### config.mk
export PLATFORM = sky130hd
export DESIGN_NAME = fitness_rank_sort
export DESIGN_NICKNAME = d
export VERILOG_FILES = /design/src/hw/rtl/frs_pkg.sv /design/src/hw/rtl/fitness_rank_sort.sv /design/src/hw/rtl/frs_cell.sv
export SDC_FILE = /design/constraint.sdc
export NUM_CORES = 2
export LEC_CHECK = 0
export BUFFER_PORTS_ARGS = -buffer_cell sky130_fd_sc_hd__clkbuf_2
export CAP_MARGIN = 20
export CORE_MARGIN = 3
export CORE_UTILIZATION = 54
export CTS_CLUSTER_DIAMETER = 200
export DETAILED_ROUTE_END_ITERATION = 12
export PLACE_DENSITY = 0.69
export REMOVE_ABC_BUFFERS = 1
export SYNTH_ARGS = -nofsm -noshare
export SYNTH_HDL_FRONTEND = slang
export SYNTH_SLANG_ARGS = --single-unit
### constraint.sdc
create_clock -name clk -period 3.65 [get_ports clk]
set_clock_uncertainty 0.15 [all_clocks]
set_input_delay 0.365 -clock clk [delete_from_list [all_inputs] [get_ports clk]]
set_output_delay 0.365 -clock clk [all_outputs]
set_load 0.005 [all_outputs]
### src/hw/rtl/frs_pkg.sv
// Shared constants, types and state encoding for the fitness rank sorter.
package frs_pkg;

  localparam int MAX_ITEMS   = 32;
  localparam int STORE_DEPTH = (MAX_ITEMS < 32) ? MAX_ITEMS : 32;
  localparam int FIT_W       = 32;
  localparam int IDX_W       = 5;
  localparam int CNT_W       = 6;

  // Running best candidate that travels down the cell chain.
  typedef struct packed {
    logic                    have;
    logic signed [FIT_W-1:0] value;
    logic [IDX_W-1:0]        idx;
  } token_t;

  // Control broadcast from the sequencer to every cell.
  typedef struct packed {
    logic             load;
    logic             mark;
    logic             clear;
    logic [IDX_W-1:0] sel_idx;
    logic [CNT_W-1:0] count;
  } cell_ctrl_t;

  typedef enum logic {
    ST_IDLE,
    ST_SCAN
  } state_t;

endpackage

### src/hw/rtl/fitness_rank_sort.sv
// Top level of the fitness rank sorter: cell chain plus batch sequencer.
// Loading takes one request per cycle while not busy; a request marked last starts the ranking.
// Each rank is one pass of the running best through the cell chain, after which the
// winner is registered as the result and marked taken.
// A batch keeps busy high after its last request until its last result is registered.
// Synchronous active-low reset clears count, flags and sequencer; store contents are not cleared.
module fitness_rank_sort (
  input  logic                               clk,
  input  logic                               rst_n,
  input  logic                               start,
  output logic                               busy,
  input  logic signed [frs_pkg::FIT_W-1:0]   in_fitness,
  input  logic                               in_last,
  output logic                               out_valid,
  output logic [frs_pkg::IDX_W-1:0]          out_offspring_index,
  output logic                               out_overflow,
  output logic                               out_last_result
);

  localparam int D = frs_pkg::STORE_DEPTH;

  // Sequencer state.
  frs_pkg::state_t               state_r;
  frs_pkg::state_t               state_nxt;
  logic [frs_pkg::CNT_W-1:0]     count_r;
  logic [frs_pkg::CNT_W-1:0]     count_nxt;
  logic                          ovf_r;
  logic                          ovf_nxt;
  logic [frs_pkg::CNT_W-1:0]     scan_cnt_r;
  logic [frs_pkg::CNT_W-1:0]     scan_cnt_nxt;
  logic [frs_pkg::CNT_W-1:0]     rank_r;
  logic [frs_pkg::CNT_W-1:0]     rank_nxt;

  // Result registers.
  logic                          out_valid_r;
  logic                          out_valid_nxt;
  logic [frs_pkg::IDX_W-1:0]     out_idx_r;
  logic [frs_pkg::IDX_W-1:0]     out_idx_nxt;
  logic                          out_ovf_r;
  logic                          out_ovf_nxt;
  logic                          out_last_r;
  logic                          out_last_nxt;

  logic                          accept;
  logic                          room;
  logic                          scan_done;
  logic                          last_rank;
  frs_pkg::cell_ctrl_t           ctrl;
  frs_pkg::token_t               chain_in  [D];
  frs_pkg::token_t               chain_out [D];

  // A request is taken only between batches; ranking holds busy high.
  assign busy   = (state_r != frs_pkg::ST_IDLE);
  assign accept = start && !busy;
  assign room   = (count_r < frs_pkg::CNT_W'(D));

  // The token at the chain end reflects a full pass once the scan counter, restarted
  // whenever the taken flags change, reaches D.
  assign scan_done = (state_r == frs_pkg::ST_SCAN) && (scan_cnt_r == frs_pkg::CNT_W'(D));
  assign last_rank = ((rank_r + frs_pkg::CNT_W'(1)) == count_r);

  // The chain: cell 0 starts every pass with an empty candidate, and each cell
  // registers the better of its own entry and the candidate handed to it.
  genvar g;
  generate
    for (g = 0; g < D; g++) begin : g_cell
      if (g == 0) begin : g_head
        assign chain_in[g] = '0;
      end else begin : g_link
        assign chain_in[g] = chain_out[g-1];
      end

      frs_cell u_cell (
        .clk        (clk),
        .rst_n      (rst_n),
        .cell_idx   (frs_pkg::IDX_W'(g)),
        .ctrl       (ctrl),
        .wr_fitness (in_fitness),
        .tok_in     (chain_in[g]),
        .tok_out    (chain_out[g])
      );
    end
  endgenerate

  // Next-state logic.
  always_comb begin
    state_nxt = state_r;
    unique case (state_r)
      frs_pkg::ST_IDLE: begin
        if (accept && in_last) begin
          state_nxt = frs_pkg::ST_SCAN;
        end
      end
      frs_pkg::ST_SCAN: begin
        if (scan_done && last_rank) begin
          state_nxt = frs_pkg::ST_IDLE;
        end
      end
      default: state_nxt = frs_pkg::ST_IDLE;
    endcase
  end

  // Output and datapath control. While loading, the select index addresses the
  // next free cell; while ranking, it names the winner to be marked taken.
  always_comb begin
    ctrl.load     = 1'b0;
    ctrl.mark     = 1'b0;
    ctrl.clear    = 1'b0;
    ctrl.sel_idx  = count_r[frs_pkg::IDX_W-1:0];
    ctrl.count    = count_r;
    count_nxt     = count_r;
    ovf_nxt       = ovf_r;
    scan_cnt_nxt  = '0;
    rank_nxt      = rank_r;
    out_valid_nxt = 1'b0;
    out_idx_nxt   = out_idx_r;
    out_ovf_nxt   = out_ovf_r;
    out_last_nxt  = out_last_r;
    unique case (state_r)
      frs_pkg::ST_IDLE: begin
        if (accept) begin
          if (room) begin
            ctrl.load = 1'b1;
            count_nxt = count_r + frs_pkg::CNT_W'(1);
          end else begin
            // The store is full, so the value is dropped and the batch is flagged.
            ovf_nxt = 1'b1;
          end
        end
      end
      frs_pkg::ST_SCAN: begin
        ctrl.sel_idx = chain_out[D-1].idx;
        if (scan_done) begin
          ctrl.mark     = 1'b1;
          out_valid_nxt = 1'b1;
          out_idx_nxt   = chain_out[D-1].idx;
          out_ovf_nxt   = ovf_r;
          out_last_nxt  = last_rank;
          rank_nxt      = rank_r + frs_pkg::CNT_W'(1);
          if (last_rank) begin
            // End of batch: ready for the next one.
            ctrl.clear = 1'b1;
            count_nxt  = '0;
            ovf_nxt    = 1'b0;
            rank_nxt   = '0;
          end
        end else begin
          scan_cnt_nxt = scan_cnt_r + frs_pkg::CNT_W'(1);
        end
      end
      default: begin
        ctrl.clear = 1'b0;
      end
    endcase
  end

  always_ff @(posedge clk) begin
    if (!rst_n) begin
      state_r     <= frs_pkg::ST_IDLE;
      count_r     <= '0;
      ovf_r       <= 1'b0;
      scan_cnt_r  <= '0;
      rank_r      <= '0;
      out_valid_r <= 1'b0;
    end else begin
      state_r     <= state_nxt;
      count_r     <= count_nxt;
      ovf_r       <= ovf_nxt;
      scan_cnt_r  <= scan_cnt_nxt;
      rank_r      <= rank_nxt;
      out_valid_r <= out_valid_nxt;
    end
  end

  always_ff @(posedge clk) begin
    out_idx_r  <= out_idx_nxt;
    out_ovf_r  <= out_ovf_nxt;
    out_last_r <= out_last_nxt;
  end

  assign out_valid           = out_valid_r;
  assign out_offspring_index = out_idx_r;
  assign out_overflow        = out_ovf_r;
  assign out_last_result     = out_last_r;

endmodule

### src/hw/rtl/frs_cell.sv
// One store cell: holds a fitness entry and its taken flag and passes the running best on.
module frs_cell (
  input  logic                           clk,
  input  logic                           rst_n,
  input  logic [frs_pkg::IDX_W-1:0]      cell_idx,
  input  frs_pkg::cell_ctrl_t            ctrl,
  input  logic signed [frs_pkg::FIT_W-1:0] wr_fitness,
  input  frs_pkg::token_t                tok_in,
  output frs_pkg::token_t                tok_out
);

  logic signed [frs_pkg::FIT_W-1:0] fit_r;
  logic                             taken_r;
  logic                             taken_nxt;
  frs_pkg::token_t                  tok_r;
  frs_pkg::token_t                  tok_nxt;
  logic                             sel_hit;
  logic                             own_ok;
  logic                             take;

  assign sel_hit = (ctrl.sel_idx == cell_idx);

  // Only entries written in this batch take part, and each one only until emitted.
  assign own_ok = ({1'b0, cell_idx} < ctrl.count) && !taken_r;

  // Strictly greater replaces, so the lower index wins a tie.
  assign take = own_ok && (!tok_in.have || (fit_r > tok_in.value));

  always_comb begin
    tok_nxt = tok_in;
    if (take) begin
      tok_nxt.have  = 1'b1;
      tok_nxt.value = fit_r;
      tok_nxt.idx   = cell_idx;
    end
  end

  always_comb begin
    taken_nxt = taken_r;
    if (ctrl.clear) begin
      taken_nxt = 1'b0;
    end else if (ctrl.mark && sel_hit) begin
      taken_nxt = 1'b1;
    end
  end

  always_ff @(posedge clk) begin
    if (!rst_n) begin
      taken_r  <= 1'b0;
      tok_r    <= '0;
    end else begin
      taken_r  <= taken_nxt;
      tok_r    <= tok_nxt;
    end
  end

  always_ff @(posedge clk) begin
    if (ctrl.load && sel_hit) begin
      fit_r <= wr_fitness;
    end
  end

  assign tok_out = tok_r;

endmodule
==> metrics.md <==
| Metric | Value |
|---|---|
| Min-delay src | `in_fitness[3]` |
| Hpwl dp | `184000 µm` |
| Initial Utilization | `54.4%` |
| CP bufs+invs | `1` |
| Die area | `193000 µm²` |
| Die height | `439 µm` |
| Min Tclk post-route | `3.56 ns` |
| PortBufs | `44` |
| Via Count | `68639` |
| Clk root buf | `clkbuf_16` |
| Reg2reg setup slack | `0.09 ns` |
| GRT Util Overall | `27.0%` |
| Synthesized cell area | `101000 µm²` |
| Clock Tree Buf Depth | `3` |
| Share of cells above drive strength 1 | `7.84%` |
| Slew @ Worst Pin | `1.09 ns` |
| Area grow syn2layout | `11.9%` |
| Syn. warnings | `0` |
| # setup viols final | `0` |
| Die W | `439 µm` |
| Worst-path clk slew | `0.06 ns` |
| Routed WL per cell | `21.7 µm` |
| Ports | `45` |
| Worst min path class | `in2reg` |
| Sequential-to-total area share from yosys stat | `54.5%` |
| Max incr delay on CP | `0.53 ns` |
| Pwr/cell area | `456 nW/µm²` |
| Total grt overflow | `0` |
| Hold path depth | `1` |
| Share of Yosys cell area claimed by the top area cell type | `30.6%` |
| Drt total wl | `263000 µm` |
| Fin util | `60.9%` |
| Post-synthesis async set-or-reset flop share | `0%` |
| Fmax | `0.281 GHz` |
| Worst slew margin | `27.2%` |
| Max-Cap Viols | `0` |
| Flops & latches, synth | `2236` |
| Hold Fails Final Rpt | `0` |
| WP data arrival | `4.11 ns` |
| CP max FO | `62` |
| DRC | `0` |
| Yosys top cell by area | `edfxtp_1` |
| Worst setup SP type | `flip-flop` |
| CTS HTree Levels | `4` |
| Status | `finished, final reports clean` |
| DR pass1 iterations | `6` |
| Vias per cell | `5.65` |
| Synth top area cells | `edfxtp_1, dfxtp_1, ha_1` |
| Critical Path, Cell by Cell | `ha_1 -> a21o_1 -> a221o_1 -> a221oi_2 -> o21ai_1 -> a2111oi_2 -> nor2_4 -> buf_12 -> o31ai_1` |
| Delay-heaviest family, CP | `compound AO/OA/AOI/OAI gates` |
| TritonCTS Buffers | `224` |
| Worst Setup Path Type | `reg2reg` |
| Initial DRC count | `5551` |
| Worst R2R Start | `g_cell[11].u_cell.fit_r[17]` |
| Number of fill cells | `14883` |
| Slowest stage cell, crit path | `o31ai_1` |
| Final net count | `10489` |
| Period utilisation layout | `97.6%` |
| Global-route wire length before repair | `402000 µm` |
| Synth Area per Inst | `10.8 µm²` |
| Initial antenna violation count | `9` |
| RSZ-0062 raised after global routing | `false` |
| Reg-to-reg endpoint | `g_cell[11].u_cell.tok_out[17]` |
| CP Capture Type | `flip-flop` |
| Clock Sink Count | `2236` |
| EDFF count, synth | `1031` |
| Worst r2r path cells | `9` |
| Max VDD drop | `0.453 mV` |
| Sink of the worst hold path | `g_cell[6].u_cell.fit_r[3]` |
| Synth cell types | `76` |
| Ys flop type | `dfxtp_1` |
| Worst-Skew Late Latency | `0.87 ns` |
| CTS tree | `done` |
| Leak pwr | `0.0401 µW` |
| Placement Rows | `158` |
| Core area | `186000 µm²` |
| Data required, critical path | `4.19 ns` |
| Count of antenna-violating nets left after detailed routing | `0` |
| Post-Syn Instances | `9352` |
| Design Power | `51600 µW` |
| Largest net degree at the start of global routing | `229` |
| RePlAce Congestion | `0.903` |
| Vias in the first global route | `68963` |
| Max-slew violations | `0` |
| Top cells by count, synth | `nand2_1, dfxtp_1, inv_1` |
| Top-count cell post-synth | `nand2_1` |
==> registers in the layout, indices dropped and copies added, names as in the netlist <==
| name | flops |
|---|---|
| g_cell.u_cell.tok_out | 1152 |
| g_cell.u_cell.fit_r | 1024 |
| g_cell.u_cell.taken_r | 32 |
| count_r | 6 |
| rank_r | 6 |
| scan_cnt_r | 6 |
| out_offspring_index | 5 |
| busy | 1 |
| out_last_result | 1 |
| out_overflow | 1 |
| out_valid | 1 |
| ovf_r | 1 |
==> power by group <==
part	total, µW	internal [µW]	switching, µW
clock network	23800	13800	9920
logic	1510	333	1180
registers	26400	26300	50.9
total	51600	40500	11100
==> cell families after synthesis <==
logic type | Yosys count | share of synthesized area [%]
adders and majority gates | 997 | 12.3
DFF | 2236 | 54.5
buffers and inverters | 1476 | 5.99
xor gates and xnor gates | 34 | 0.294
AOI/OAI and AO/OA | 1314 | 8.79
and+or+nand+nor | 2619 | 11.4
muxes | 676 | 6.69
==> stage by stage <==
step | cell area [µm²] | std cells | setup slack (ns) | setup TNS [ns] | hold WS [ns]
after global placement | 105000 | 11686 | -0.0803 | -0.209 | 0.256
after detailed placement | 105000 | 11687 | -0.126 | -0.431 | 0.260
after CTS | 113000 | 12139 | 0.111 | 0 | 0.00705
after global routing | 113000 | 12140 | 0.00862 | 0 | 0.0184
final | 113000 | 12143 | 0.0887 | 0 | 0.0642
after floorplan | 99100 | 8952 | -2.92 | -1423.93 | 0.249
==> repair_timing <==
item | in CTS | in global routing
hold buffers | 22 | 1
gates resized for setup | 1 | 0
setup endpoints to repair | 6 | 0
buffers inserted | 0 | 0
endpoints found under the hold margin | 165 | 3
==> worst reg2reg max path: cells and delay by family (launching register included) <==
kind | cells | cell delay (ns)
simple gates | 1 | 0.13
fa+ha+maj | 1 | 0.31
flops | 1 | 0.39
compound gates | 6 | 2.21
buf+inv | 1 | 0.21
==> cell type report <==
type | count | area, µm² | area share [%]
Sequential cell | 2236 | 55100 | 48.7
Multi-Input combinational cell | 5640 | 40500 | 35.8
Clock buffer | 313 | 6320 | 5.59
Inverter | 1076 | 4050 | 3.58
Tap cell | 2480 | 3100 | 2.74
Timing Repair Buffer | 278 | 2720 | 2.40
Clock inverter | 117 | 1370 | 1.21
Antenna cell | 3 | 7.51 | 0.00663
==> per-layer routing <==
layer	track usage [%]	vias to the layer above	wire length, µm
li1	-	32788	-
met1	33.0	33318	106000
met2	47.0	1972	130000
met3	3.64	561	13900
met4	13.2	0	13600
met5	0	-	0
==> cells in the final DEF, fill, tap and decap left out, drive strengths merged, types with 222 or more instances in the layout <==
master  instances
inv          1083
edfxtp       1031
clkbuf        330
nand3         332
mux2i         676
buf           238
dfxtp        1205
nor2          342
o31ai         286
ha            997
nand2        1480
a21o          222
a21oi         431
==> worst max-delay path by stage <==
| stage | startpoint | end | slack, ns | depth (start not counted) |
|---|---|---|---|---|
| after CTS | g_cell[11].u_cell.fit_r[17] | g_cell[11].u_cell.tok_out[19] | 0.11 | 9 |
| after detailed placement | g_cell[11].u_cell.fit_r[17] | g_cell[11].u_cell.tok_out[19] | -0.13 | 9 |
| after floorplan | rst_n | g_cell[0].u_cell.tok_out[10] | -2.92 | 3 |
| final | g_cell[11].u_cell.fit_r[17] | g_cell[11].u_cell.tok_out[17] | 0.09 | 9 |
| after global placement | g_cell[11].u_cell.fit_r[17] | g_cell[11].u_cell.tok_out[19] | -0.08 | 9 |
| after global routing | g_cell[30].u_cell.fit_r[31] | g_cell[30].u_cell.tok_out[16] | 0.009 | 10 |
Note: power is estimated with default switching activity, not from simulation.
